<file path="src/hdl/olst_pkg.sv">
package olst_pkg;

  // Store geometry.
  localparam int LIST_DEPTH = 64;
  localparam int IDX_W      = $clog2(LIST_DEPTH);
  localparam int CNT_W      = $clog2(LIST_DEPTH + 1);

  // Field widths fixed by the item format.
  localparam int VAL_W  = 32;
  localparam int POS_W  = 7;
  localparam int CMD_W  = 2;
  localparam int STAT_W = 3;

  // Width that holds both a count and a position for comparisons.
  localparam int CMP_W = (CNT_W > POS_W) ? CNT_W : POS_W;

  typedef logic signed [VAL_W-1:0] value_t;

  typedef enum logic [CMD_W-1:0] {
    CMD_INSERT = 2'd0,
    CMD_DELETE = 2'd1,
    CMD_SEARCH = 2'd2
  } cmd_t;

  typedef enum logic [STAT_W-1:0] {
    ST_OK       = 3'd0,
    ST_EMPTY    = 3'd1,
    ST_BADPOS   = 3'd2,
    ST_NORIGHT  = 3'd3,
    ST_NOTFOUND = 3'd4,
    ST_FULL     = 3'd5
  } status_t;

  // Per-cell control from the list controller.
  typedef struct packed {
    logic load;    // take the appended value
    logic shift;   // take the right neighbor's value
    logic active;  // cell lies inside the list
    logic take;    // cell holds the entry being removed
  } cell_ctrl_t;

endpackage

</file>
<file path="src/hdl/olst_pick.sv">
module olst_pick (
  input  logic [olst_pkg::LIST_DEPTH-1:0] match,
  output logic                            any,
  output logic [olst_pkg::IDX_W-1:0]      idx
);
  import olst_pkg::*;

  logic [LIST_DEPTH-1:0] lowest;

  // Isolate the lowest set match bit, then encode its index.
  assign lowest = match & (~match + {{(LIST_DEPTH-1){1'b0}}, 1'b1});
  assign any    = |match;

  always_comb begin
    idx = '0;
    for (int i = 0; i < LIST_DEPTH; i++) begin
      if (lowest[i]) begin
        idx = idx | IDX_W'(i);
      end
    end
  end

endmodule

</file>
<file path="config.mk">
export PLATFORM = sky130hd
export DESIGN_NAME = olst_pick
export DESIGN_NICKNAME = d
export VERILOG_FILES = /design/src/hdl/olst_pkg.sv /design/src/hdl/olst_pick.sv
export SDC_FILE = /design/constraint.sdc
export NUM_CORES = 1
export LEC_CHECK = 0
export BUFFER_PORTS_ARGS = -buffer_cell sky130_fd_sc_hd__buf_2
export CAP_MARGIN = 20
export CELL_PAD_IN_SITES_DETAIL_PLACEMENT = 1
export CELL_PAD_IN_SITES_GLOBAL_PLACEMENT = 2
export CORE_UTILIZATION = 22
export DETAILED_ROUTE_END_ITERATION = 8
export GPL_TIMING_DRIVEN = 0
export PLACE_DENSITY_LB_ADDON = 0.12
export REMOVE_ABC_BUFFERS = 1
export SYNTH_ARGS = -nofsm -noshare
export SYNTH_HDL_FRONTEND = slang
export SYNTH_SLANG_ARGS = --single-unit
</file>
<file path="constraint.sdc">
create_clock -name vclk -period 3.2
set_input_delay 0.16 -clock vclk [all_inputs]
set_output_delay 0.16 -clock vclk [all_outputs]
set_load 0.02 [all_outputs]
</file>
======== Word-level counts from Yosys, hierarchy flattened ========
Index checks and enable logic that the tools add are counted.
cells by class
  add/subtract/negate cells ............... 1
  multipliers ............................. 0
  divide/modulo/power cells ............... 0
  magnitude comparators ................... 0
  eq/ne operators ......................... 0
  shift operators ......................... 0
  multiplexer cells ....................... 63
  bitwise operators ....................... 2
  reductions and logical operators ........ 1
operators with widths
  kind                                           count
  2-to-1 mux 6 bit                               32
  2-to-1 mux 5 bit                               16
  adder 64 x 1 -> 64 bit, second input constant  1
  bitwise AND 64 bit                             1
  inverter 64 bit                                1
  OR reduction 64 bit                            1
  2-to-1 mux 4 bit                               8
  2-to-1 mux 3 bit                               4
  2-to-1 mux 2 bit                               2
  2-to-1 mux 1 bit                               1
storage, ports and cells
  register bits after elaboration ......... 0
  bits in latches ......................... 0
  RAM bits ................................ 0
  ROM bits ................................ 0
  input port bits ......................... 64
  memories ................................ 0

======== Longest topological paths before layout ========
  depth in word-level cells ............... 66
  gate-level depth with buffers ........... 9
  gate-level depth less buffers ........... 7

======== Least setup slack after synthesis ========
OpenSTA, ideal clock, no wires.
  path type ............................... input -> output
  start ................................... input match[11] (netlist name)
  end ..................................... output idx[2] (netlist name)
  arrival time ............................ 2.523 ns
  required time ........................... 3.040 ns
  slack ................................... 0.517 ns
  cell stages on the path ................. 8
  buffers on the path ..................... 1
  cell sequence ........................... or4_4 > or4b_1 > buf_2 > nor4_4 > nand2_2 > o32a_1 > and2_0 > nand4b_1
on the way
  cells in the longest elaborated chain, start to end .. 55
ends and longest elaborated chain
  item                            RTL line         source
  start: declaration              olst_pick.sv:2   input logic [olst_pkg::LIST_DEPTH-1:0] match,
  inverter 64 bit *               olst_pick.sv:11  assign lowest = match & (~match + {{(LIST_DEPTH-1){1'b0}}, 1'b1});
  adder 64 x 1 -> 64 bit *        olst_pick.sv:11
  bitwise AND 64 bit *            olst_pick.sv:11
  2-to-1 mux 4 bit (4 in a row)   olst_pick.sv:17  if (lowest[i]) begin
  2-to-1 mux 5 bit (16 in a row)  olst_pick.sv:17
  2-to-1 mux 6 bit (31 in a row)  olst_pick.sv:17
  2-to-1 mux 6 bit *              olst_pick.sv:17
  end: declaration                olst_pick.sv:4   output logic [olst_pkg::IDX_W-1:0] idx
Every way passes the cells marked *; elsewhere a longest branch is shown, timed or not.

======== Worst setup path in the final report ========
  start ................................... input match[11] (netlist name)
  end ..................................... output idx[5] (netlist name)
on the way
  cells in the longest elaborated chain, start to end .. 35
ends and longest elaborated chain
  item                            RTL line
  inverter 64 bit *               olst_pick.sv:11
  adder 64 x 1 -> 64 bit *        olst_pick.sv:11
  bitwise AND 64 bit *            olst_pick.sv:11
  2-to-1 mux 6 bit (31 in a row)  olst_pick.sv:17
  2-to-1 mux 6 bit *              olst_pick.sv:17
Marked as above.

==> metrics.cfg <==
[run_status]
status=complete, no violations

[floorplan]
start_util_pct=23.5
core_mm2=0.00527
dieArea_mm2=0.00593
rows=26
die-width_um=77
ios=71
die_h_um=77

[detailed_routing]
drtIter0Drc=48
wl_per_cell_um=16.4
vias=1961
drc_errors=0
wl_um=5690
vias_per_cell=5.67
drt_pass1_iterations=4
final_antenna_net_count=0

[grt]
grt_use_met3_pct=1.43
grtUsageTotal_pct=19.4
grt_pass1_wl_um=9690
use_met1_pct=29.4
grt_pass1_vias=1931
antenna_found_initial=0
grt_overflow_total=0
grt_busiest_layer=met2
grt_util_met2_pct=31.3
grt_max_degree=11

[setup_path]
arrival_ns=2.86
cp_num_buf_inv=3
critPathMostFrequentCell=buf_2
cp-end-kind=output port
crit_fanout=9
cp_slowest_stage_delay_ns=0.60
crit_chain=buf_2 > or4_4 > or4b_4 > nor4_4 > buf_4 > and2_1 > nand4b_1 > o2111a_1 > nand4_1 > buf_2
slowest_stage=or4b_4
critPathRequiredTime_ns=3.04
crit_family=simple AND/OR/NAND/NOR gates
critPathKind=in2out
startpoint_type=input port

[power_and_ir_drop]
peakVddDrop_v=0.0000246
p_total_uw=123
p_leak_uw=0.000667
p_per_area_mw_per_mm2=70.9

[cells_and_area]
n_antenna_cell=0
seq_area_um2=0
nClkBuffers=0
num-nets-final=342
post-route-util_pct=32.8
fillCellCount=728
area_growth_pct=39.6
seq_cell_count=0
drive_gt1_share_pct=30.8

[placed_design]
pre_cts_ws_ns=-0.479
hpwl_um=4900
place.gp.congestion=0.849
port_buffers=71

[timing]
max_freq_ghz=0.331
worst_pin_slew_ns=0.790
relSlewSlack_pct=46.8
whs_ns=0.675
min_period_over_period_pct=94.5
fin_ws_ns=0.176
hold_viol=0
post-route-min-period_ns=3.02
drv_slew=0
setup-violations-final=0
grt_setup_unrepaired=no

[synth]
yosysMostFrequentCell=nor2_1
yosys.area.top_type=nor2_1
synth_cells=206
synthTopCellsByArea=nor2_1 9.7%, nor3_1 8.1%, nor4_1 7.1%
postSynthAreaPerCell_um2=6.01
ys_types=49
synth_common_cells=32 x nor2_1, 20 x nor3_1, 14 x nand2_1, 14 x nor4_1, 13 x a21oi_1
ys_seq_area_share_pct=0
yosysWarnings=0
netlist_area_mm2=0.00124
synth_top_area_share_pct=9.71

[min_path]
hold_depth=4
min_from=match[63]
min_to=any
min_path_type=in2out

[job]
cap_violations=0

[clock_tree]
cts_hold_buffers=0

-- metrics by stage --
step                setup TNS, ns  std cells  cell area, um2
finish                          0        346            1730
global route                    0        346            1730
floorplan                       0        202            1220
detailed placement          -2.48        343            1660
global placement            -2.59        343            1660
CTS                             0        346            1700
-- cells by family after synthesis --
group | Yosys count | share of synthesized area (%)
and+or+nand+nor | 141 | 64.3
AOI/OAI and AO/OA | 54 | 32.0
buffers and inverters | 11 | 3.74
-- metal layers --
layer  routed length, um  vias to the layer above
li1                    -                      983
met1                2950                      923
met2                2480                       55
met3                 247                        0
met4                   0                        0
met5                   0                        -
-- where the power goes --
part | total [uW] | switching [uW] | internal, uW
registers | 0 | 0 | 0
logic | 123 | 71.6 | 50.9
clock network | 0 | 0 | 0
-- layout by cell type (no fill, tap or decap), drive strengths merged, types with 5 or more instances in the layout --
| master | n |
|---|---|
| nor3 | 20 |
| nor4 | 15 |
| nor3b | 5 |
| and2 | 5 |
| nand4b | 7 |
| o21ai | 7 |
| nand4 | 11 |
| inv | 7 |
| nand2 | 15 |
| or3 | 7 |
| buf | 74 |
| nand3 | 9 |
| nor2 | 32 |
| a21oi | 13 |
-- layout make-up --
cell class | count | area, um2 | area share (%)
tap | 70 | 87.6 | 5.07
multi-input combinational | 195 | 1240 | 71.5
inverter | 7 | 26.3 | 1.52
timing repair buffer | 74 | 378 | 21.9
-- what timing repair did --
action	4_1_cts	5_1_grt
pin swaps	1	0
buffers inserted	3	0
gates resized for setup	2	5
endpoints found under the setup margin	6	6
-- how the worst max path moves through the flow --
| stage | start | to | slack [ns] | cells after the start |
|---|---|---|---|---|
| 3_5_place_dp | match[11] | idx[0] | -0.48 | 9 |
| 6_report | match[11] | idx[5] | 0.18 | 10 |
| 5_1_grt | match[3] | idx[5] | 0.004 | 9 |
| 4_1_cts | match[11] | idx[0] | 0.004 | 9 |
| 3_3_place_gp | match[11] | idx[0] | -0.48 | 9 |
| 2_1_floorplan | match[11] | idx[2] | 0.27 | 7 |
No activity file was read; power rests on OpenSTA's default activity.
