[src/hdl/olst_pkg.sv]
package olst_pkg;

  // Store geometry.
  localparam int LIST_DEPTH = 64;
  localparam int IDX_W      = $clog2(LIST_DEPTH);
  localparam int CNT_W      = $clog2(LIST_DEPTH + 1);

  // Field widths fixed by the item format.
  localparam int VAL_W  = 32;
  localparam int POS_W  = 7;
  localparam int CMD_W  = 2;
  localparam int STAT_W = 3;

  // Width that holds both a count and a position for comparisons.
  localparam int CMP_W = (CNT_W > POS_W) ? CNT_W : POS_W;

  typedef logic signed [VAL_W-1:0] value_t;

  typedef enum logic [CMD_W-1:0] {
    CMD_INSERT = 2'd0,
    CMD_DELETE = 2'd1,
    CMD_SEARCH = 2'd2
  } cmd_t;

  typedef enum logic [STAT_W-1:0] {
    ST_OK       = 3'd0,
    ST_EMPTY    = 3'd1,
    ST_BADPOS   = 3'd2,
    ST_NORIGHT  = 3'd3,
    ST_NOTFOUND = 3'd4,
    ST_FULL     = 3'd5
  } status_t;

  // Per-cell control from the list controller.
  typedef struct packed {
    logic load;    // take the appended value
    logic shift;   // take the right neighbor's value
    logic active;  // cell lies inside the list
    logic take;    // cell holds the entry being removed
  } cell_ctrl_t;

endpackage

[src/hdl/olst_cell.sv]
module olst_cell (
  input  logic                clk,
  input  olst_pkg::cell_ctrl_t ctrl,
  input  olst_pkg::value_t    in_value,
  input  olst_pkg::value_t    nb_value,
  input  olst_pkg::value_t    key,
  output olst_pkg::value_t    value,
  output logic                match,
  output olst_pkg::value_t    take_value
);
  import olst_pkg::*;

  value_t value_r;

  // Entry storage: an append writes here, a delete pulls the neighbor in.
  always_ff @(posedge clk) begin
    priority if (ctrl.load) begin
      value_r <= in_value;
    end else if (ctrl.shift) begin
      value_r <= nb_value;
    end
  end

  // Local compare and gated read for the removal path.
  assign value      = value_r;
  assign match      = ctrl.active && (value_r == key);
  assign take_value = ctrl.take ? value_r : '0;

endmodule

[config.mk]
export PLATFORM = sky130hd
export DESIGN_NAME = olst_cell
export DESIGN_NICKNAME = d
export VERILOG_FILES = /design/src/hdl/olst_pkg.sv /design/src/hdl/olst_cell.sv
export SDC_FILE = /design/constraint.sdc
export NUM_CORES = 1
export LEC_CHECK = 0
export ABC_AREA = 0
export BUFFER_PORTS_ARGS = -buffer_cell sky130_fd_sc_hd__buf_2
export CELL_PAD_IN_SITES_DETAIL_PLACEMENT = 1
export CELL_PAD_IN_SITES_GLOBAL_PLACEMENT = 1
export CORE_MARGIN = 2
export CORE_UTILIZATION = 29
export CTS_CLUSTER_DIAMETER = 50
export DETAILED_ROUTE_END_ITERATION = 7
export PLACE_DENSITY = 0.94
export SLEW_MARGIN = 40
export SYNTH_ARGS = -nofsm -noshare
export SYNTH_HDL_FRONTEND = slang
export SYNTH_SLANG_ARGS = --single-unit
export TNS_END_PERCENT = 10
[constraint.sdc]
create_clock -name clk -period 2.95 [get_ports clk]
set_clock_uncertainty 0.1 [all_clocks]
set_input_delay 0.59 -clock clk [delete_from_list [all_inputs] [get_ports clk]]
set_output_delay 0.59 -clock clk [all_outputs]
set_load 0.005 [all_outputs]
# Word level (Yosys, flattened, before mapping)
# Index checks and enable logic that the tools add are counted.
# word_totals
in_bits,101
reg_bits,32
# op_classes
n_eq_ne,1
mux,3
reduce_logical,2
# ops
op,n
32-bit 2-to-1 mux,3
32-bit == test,1
2-bit nonzero test,1
1-bit logical AND,1

# Longest topological paths before layout
# Gate-level depths: netlist of the first run.
# depth
depth_word,2
mapped_depth,4
mapped_depth_nobuf,4

# Worst setup path after synthesis of the first run
# Ideal clock, no wire load.
# synth_path
kind,input -> output
from,input port key[21]
to,output port match
stages,4
t_arrival_ns,1.298
path_slack_ns,0.962
path_cell_list,xor2_1 -> nor4_1 -> nand4_1 -> nor3_2
# synth_via
elab_chain_len,2
# synth_lines
element,line,source
"start, declared",olst_cell.sv:6,"input olst_pkg::value_t key,"
32-bit == test,olst_cell.sv:26,assign match = ctrl.active && (value_r == key);
1-bit logical AND,olst_cell.sv:26,
"end, declared",olst_cell.sv:8,"output logic match,"
# No other way between the ends.

# Worst setup path in the final report of the first run
# layout_path
from,"register value_r[2], in the netlist value[2]"
to,output port match
# layout_via
elab_chain_len,2
# layout_lines
element,line,source
"start, declared",olst_cell.sv:13,value_t value_r;
"start signal, assigned",olst_cell.sv:18,value_r <= in_value;
"start signal, assigned",olst_cell.sv:20,value_r <= nb_value;
32-bit == test,olst_cell.sv:26,
1-bit logical AND,olst_cell.sv:26,
# No other way between the ends.

==> metrics.md, run 1 <==
| Metric | Value |
|---|---|
| Chip height | 85.30 µm |
| CP Cell Sequence | xor2_1 > nor4_1 > nand4_1 > nor3_2 > buf_2 |
| Cell Area, Synth | between 0.0015 and 0.002 mm² |
| 1st-iter DRT viols | 15 |
| Final wirelength | roughly 6.0 mm |
| Critical-path top delay cell | edfxtp_1 |
| Area Growth Syn to Fin | 51.89% |
| Yosys top cell by area | edfxtp_1 |
| Worst Hold Depth | 2 |
| Sequential share of the synthesized area | 0.5013 |
| Minimum clock period | 2.568 ns |
| Hold Path Class | input port to flop |
| P per Cell Area | between 400 and 500 mW/mm² |
| Critical Path Source | value[2] |
| Core Area | 0.006386 mm² |
| Leak Pwr | 1.411 nW |
| CTS tree | built |
| GRT overflow | 0 |
| Antenna Nets Post-Route | 0 |
| Fraction of layout cells with a size suffix above 1 | 0.6603 |
| Routability Congestion | 0.7009 |
| Crit path required time | 2.26 ns |
| Drt first pass iters | 2 |
| Vias in the first global route | 1902 |
| Initial antenna violation count | 0 |
| Setup TNS | 0 ns |
| Max-Cap Viols | 0 |
| Tcrit/Tclk final | 0.8704 |
| RSZ-0062 raised after global routing | false |
| H-tree levels | 2 |
| Final setup fails | 0 |
| Largest stage delay on the critical path | 0.44 ns |
| Total Nets Final | 416 |
| Post-CTS setup buffers | 0 |
| Die X | approximately 85 µm |
| Syn_area_per_cell | 12.95 µm² |
| Tot GR Track Use | 0.1649 |
| Area of the die | 0.007276 mm² |
| Ys Warns | 0 |
| Register bit total from synthesis | 32 |
| Cts bufs inserted | 5 |
| Placed cell areas | 0.002835 mm² |
| Row cnt | 29 |
| Hold violation count in the final report | 0 |
| Netlist cell types | 14 |
| Crit path launch type | flop |
| Max-slew violations | 0 |
| Clock Sinks | 32 |
| IO Pins | 166 |
| Syn nets | 249 |
| Top cells by area, synth | edfxtp_1 (50%), mux2_2 (19%), xor2_1 (14%) |
| Largest net degree at the start of global routing | 33 |
| CTS clk-pin slew, worst paths | roughly 0.07 ns |
| IO Port Bufs | 165 |
| Avg WL per Cell | 15.27 µm |
| Status | finished, final reports clean |
| Cell area after layout | 0.002912 mm² |
| Root buf cell | clkbuf_8 |
| CTS resizes | 0 |
| Crit path kind | flop to output port |
| Worst EP arrival | 1.88 ns |
| Max clock buf depth | 2 |
| Flip-flop count of the largest register after layout | 32 |
| Vias post-DR | 1775 |
| Max-slew headroom | 0.6817 |
| Initial Utilization | 0.3002 |
| Slew @ Worst Pin | 0.4774 ns |
| Post-CTS Hold Buffers | 0 |
| HPWL Detailed | 4.913 mm |
| Synth Instances | 148 |
| Critical hold path startpoint | nb_value[31] |
| Top cell type's share of synthesized area | 0.5013 |
| CP Max Fanout | 3 |
| Peak VDD IR | 0.1829 mV |
| # DRC | 0 |
| First-pass GRT wire length | 9.197 mm |
| N_diodes | 0 |
| Number of vias per cell | 4.528 |
| Max Freq | 389.5 MHz |
| Hold WS | 0.5112 ns |
| Worst Setup End Kind | output port |
==> kinds of logic after synthesis <==
kind of cell | Yosys count | synth area share
flops | 32 | 0.5013
mux | 32 | 0.1880
buf+inv | 7 | 0.01632
simple gates | 45 | 0.1482
xor+xnor | 32 | 0.1462
==> critical path: cells and delay by family, from the launching register on <==
family | cells | cell delay (ns)
buffers and inverters | 1 | 0.13
AND/OR/NAND/NOR | 3 | 0.84
flip-flops | 1 | 0.44
XOR/XNOR | 1 | 0.19
==> report_power, final <==
part / leakage, nW / switching (W) / internal [W]
registers: 0.326 / 0.0000445 / 0.000562
clock network: 0.0391 / 0.000153 / 0.000156
logic: 1.05 / 0.000128 / 0.000183
total: 1.41 / 0.000326 / 0.000900
==> final timing paths <==
kind | endpoint | slack, ns
max | match | 0.38
min | value[31] | 0.51
==> cell usage after synthesis (all sizes together) <==
master and number:
and2 32, edfxtp 32, mux2 32, xor2 31, nor4 7, buf 4
clkbuf 3, nand3 2, nor3 2, nand4 1, or2 1, xnor2 1
==> final cells by class <==
class,count,area [µm²]
Clock inverter,2,7.507
Multi-Input combinational cell,109,924.6
Tap cell,77,96.34
Fill cell,756,3475
Timing Repair Buffer,167,853.3
Sequential cell,32,960.9
Clock buffer,5,68.82
==> metal layers <==
metal  wire [µm]  up-vias  global-route usage
met5           0        -                   0
met4         100        0             0.05628
met3         523       10             0.04767
met2        3270      102              0.3196
met1        2092      808              0.1658
li1            -      855                   -
==> metrics by stage <==
stage	power [W]	utilization	std cells	setup WS [ns]
floorplan	0.0007463	-	148	0.9618
global placement	0.0009171	0.4440	385	0.4012
detailed placement	0.0009337	0.4440	385	0.4131
CTS	0.001248	0.4559	392	0.3221
global route	0.001302	0.4559	392	0.2085
finish	0.001226	0.4559	392	0.3825
==> placed cells by master (no fill, tap or decap), drive strengths merged <==
| master | Yosys | final |
|---|---|---|
| nand3 | 2 | 2 |
| xor2 | 31 | 31 |
| and2 | 32 | 32 |
| clkbuf | 3 | 5 |
| nor4 | 7 | 7 |
| buf | 4 | 167 |
| edfxtp | 32 | 32 |
| xnor2 | 1 | 1 |
| or2 | 1 | 1 |
| mux2 | 32 | 32 |
| nand4 | 1 | 1 |
| nor3 | 2 | 2 |
| clkinv | 0 | 2 |
No activity file was read; power rests on OpenSTA's default activity.
==> inputs of run 2 (changes only) <==
- CORE_ASPECT_RATIO: unset -> 0.8
- PLACE_DENSITY: 0.94 -> 0.9
- TNS_END_PERCENT: 10 -> 1
==> run 2 against run 1 <==
Compared with the run above:
- flip-flop and latch count unchanged
- count of clock-buffer cells in the layout increased by 2
- setup slack improved by 0.092 ns
- non-clock buffer count increased by 1
- critical path depth unchanged
==> metrics.md, run 2 (synthesized netlist as in run 1, its figures left out) <==
| Metric | Value |
|---|---|
| Max clock buf depth | 2 (unchanged) |
| Max-slew headroom | 0.6710 (-0.01072) |
| Fin util | 0.4598 (+0.003855) |
| Cts bufs inserted | 5 (unchanged) |
| HPWL Detailed | 4.851 mm (-1.3%) |
| Peak VDD IR | 0.1482 mV (-19%) |
| Tot GR Track Use | 0.1604 (-0.004441) |
| Tcrit/Tclk final | 0.8392 (-0.03112) |
| Final setup fails | 0 (unchanged) |
| CTS tree | built |
| CTS clk-pin slew, worst paths | 0.07 ns (about the same) |
| Slew @ Worst Pin | 0.4935 ns (+0.01608 ns) |
| Crit path required time | 2.26 ns (about the same) |
| # DRC | 0 (unchanged) |
| Hold Path Class | input port to flop |
| P per Cell Area | 423.4 mW/mm² (+0.55%) |
| Minimum clock period | 2.476 ns (-0.09180 ns) |
| Post-CTS setup buffers | 0 (unchanged) |
| Avg WL per Cell | 14.88 µm (-2.6%) |
| Die X | 94.90 µm (+11%) |
| Post-CTS Hold Buffers | 0 (unchanged) |
| 1st-iter DRT viols | 38 (+23) |
| Worst Hold Depth | 2 (unchanged) |
| Worst Setup End Kind | output port |
| H-tree levels | 2 (unchanged) |
| Status | finished, final reports clean |
| CP Max Fanout | 3 (unchanged) |
| Initial Utilization | 0.3006 (+0.0004712) |
| Clock Sinks | 32 (unchanged) |
| Chip height | 76.72 µm (-10%) |
| Most common cell after layout, fill and taps aside | buf_2 |
| Initial antenna violation count | 0 (unchanged) |
| N_diodes | 0 (unchanged) |
| Max-Cap Viols | 0 (unchanged) |
| Placed cell areas | 0.002851 mm² (+0.57%) |
| Vias post-DR | 1783 (+0.45%) |
| Number of vias per cell | 4.446 (-1.8%) |
| Critical Path Source | value[27] |
| Hold path endpoint | value[21] |
| Total Nets Final | 417 (+0.24%) |
| Area of the die | 0.007280 mm² (about the same) |
| Setup TNS | 0 ns (unchanged) |
| Vias in the first global route | 1929 (+1.4%) |
| Area Growth Syn to Fin | 52.94% |
| Leak Pwr | 1.418 nW (+0.44%) |
| First-pass GRT wire length | 9.032 mm (-1.8%) |
| Max Freq | 403.9 MHz (+3.7%) |
| Largest net degree at the start of global routing | 33 (unchanged) |
| RSZ-0062 raised after global routing | false |
| Finished Layout Cells | 401 (+2.3%) |
| Crit path kind | flop to output port |
| CTS resizes | 0 (unchanged) |
| Fraction of layout cells with a size suffix above 1 | 0.6593 (-0.001011) |
| Core Area | 0.006376 mm² (-0.16%) |
| Most frequent cells in the layout | buf_2 (165), mux2_2 (32), edfxtp_1 (32) |
| Root buf cell | clkbuf_8 |
| Hold violation count in the final report | 0 (unchanged) |
| GRT overflow | 0 (unchanged) |
| Critical hold path startpoint | in_value[21] |
| Flip-flop count of the largest register after layout | 32 (unchanged) |
| Worst EP arrival | 1.79 ns (-0.09 ns) |
| Antenna Nets Post-Route | 0 (unchanged) |
| Routability Congestion | 0.7317 (+4.4%) |
| IO Port Bufs | 165 (unchanged) |
| Row cnt | 26 (-10%) |
| Cell area after layout | 0.002932 mm² (+0.69%) |
| Crit path launch type | flop |
| Max-slew violations | 0 (unchanged) |
| Final wirelength | 5.965 mm (-0.35%) |
| Pwr Total | 0.001241 W (+1.2%) |
| DP Cell Count | 393 (+2.1%) |
| IO Pins | 166 (unchanged) |
| Drt first pass iters | 4 (+2) |
[run 2: changes by cell type in the layout (fill, tap and decap cells not counted), sizes merged]
| cell | change |
|---|---|
| clkbuf | +2 |
| buf | +1 |
| clkinv | -1 |
[run 2: where the power goes]
| part | switching, W | internal [W] | total [W] |
|---|---|---|---|
| combinational | 0.000126 | 0.000184 | 0.000310 |
| sequential | 0.0000436 | 0.000562 | 0.000605 |
| clock | 0.000161 | 0.000164 | 0.000326 |
| total | 0.000331 | 0.000910 | 0.00124 |
[run 2: worst max-delay path by stage]
stage | endpoint | slack, ns | depth (start not counted)
finish | match | 0.47 | 5
global route | match | 0.30 | 5
CTS | match | 0.37 | 5
detailed placement | match | 0.45 | 6
global placement | match | 0.42 | 6
floorplan | match | 0.96 | 4
[run 2: area by class of cell]
type                       count  area (µm²)
clock buffer                   7       76.32
clock inverter                 1       3.754
fill                         761        3445
multi-input combinational    109       924.6
sequential                    32       960.9
tap                           84       105.1
timing repair buffer         168       860.8
[run 2: layer usage]
metal,global-route usage,part of all wire
met5,0,0
met1,0.1625,0.37
met3,0.05010,0.095
met4,0.04783,0.0040
met2,0.3078,0.53
[run 2: per-stage QoR]
step | hold slack [ns] | setup slack, ns
floorplan | 0.7098 | 0.9618
global placement | 0.7912 | 0.4199
detailed placement | 0.7960 | 0.4527
CTS | 0.5018 | 0.3687
global route | 0.5058 | 0.2968
finish | 0.5084 | 0.4743
[run 2: critical path, cell delays in order, from the launching register on]
cell	delay (ns)
edfxtp_1	0.43
xor2_1	0.19
nor4_1	0.38
nand4_1	0.18
nor3_2	0.19
buf_2	0.14
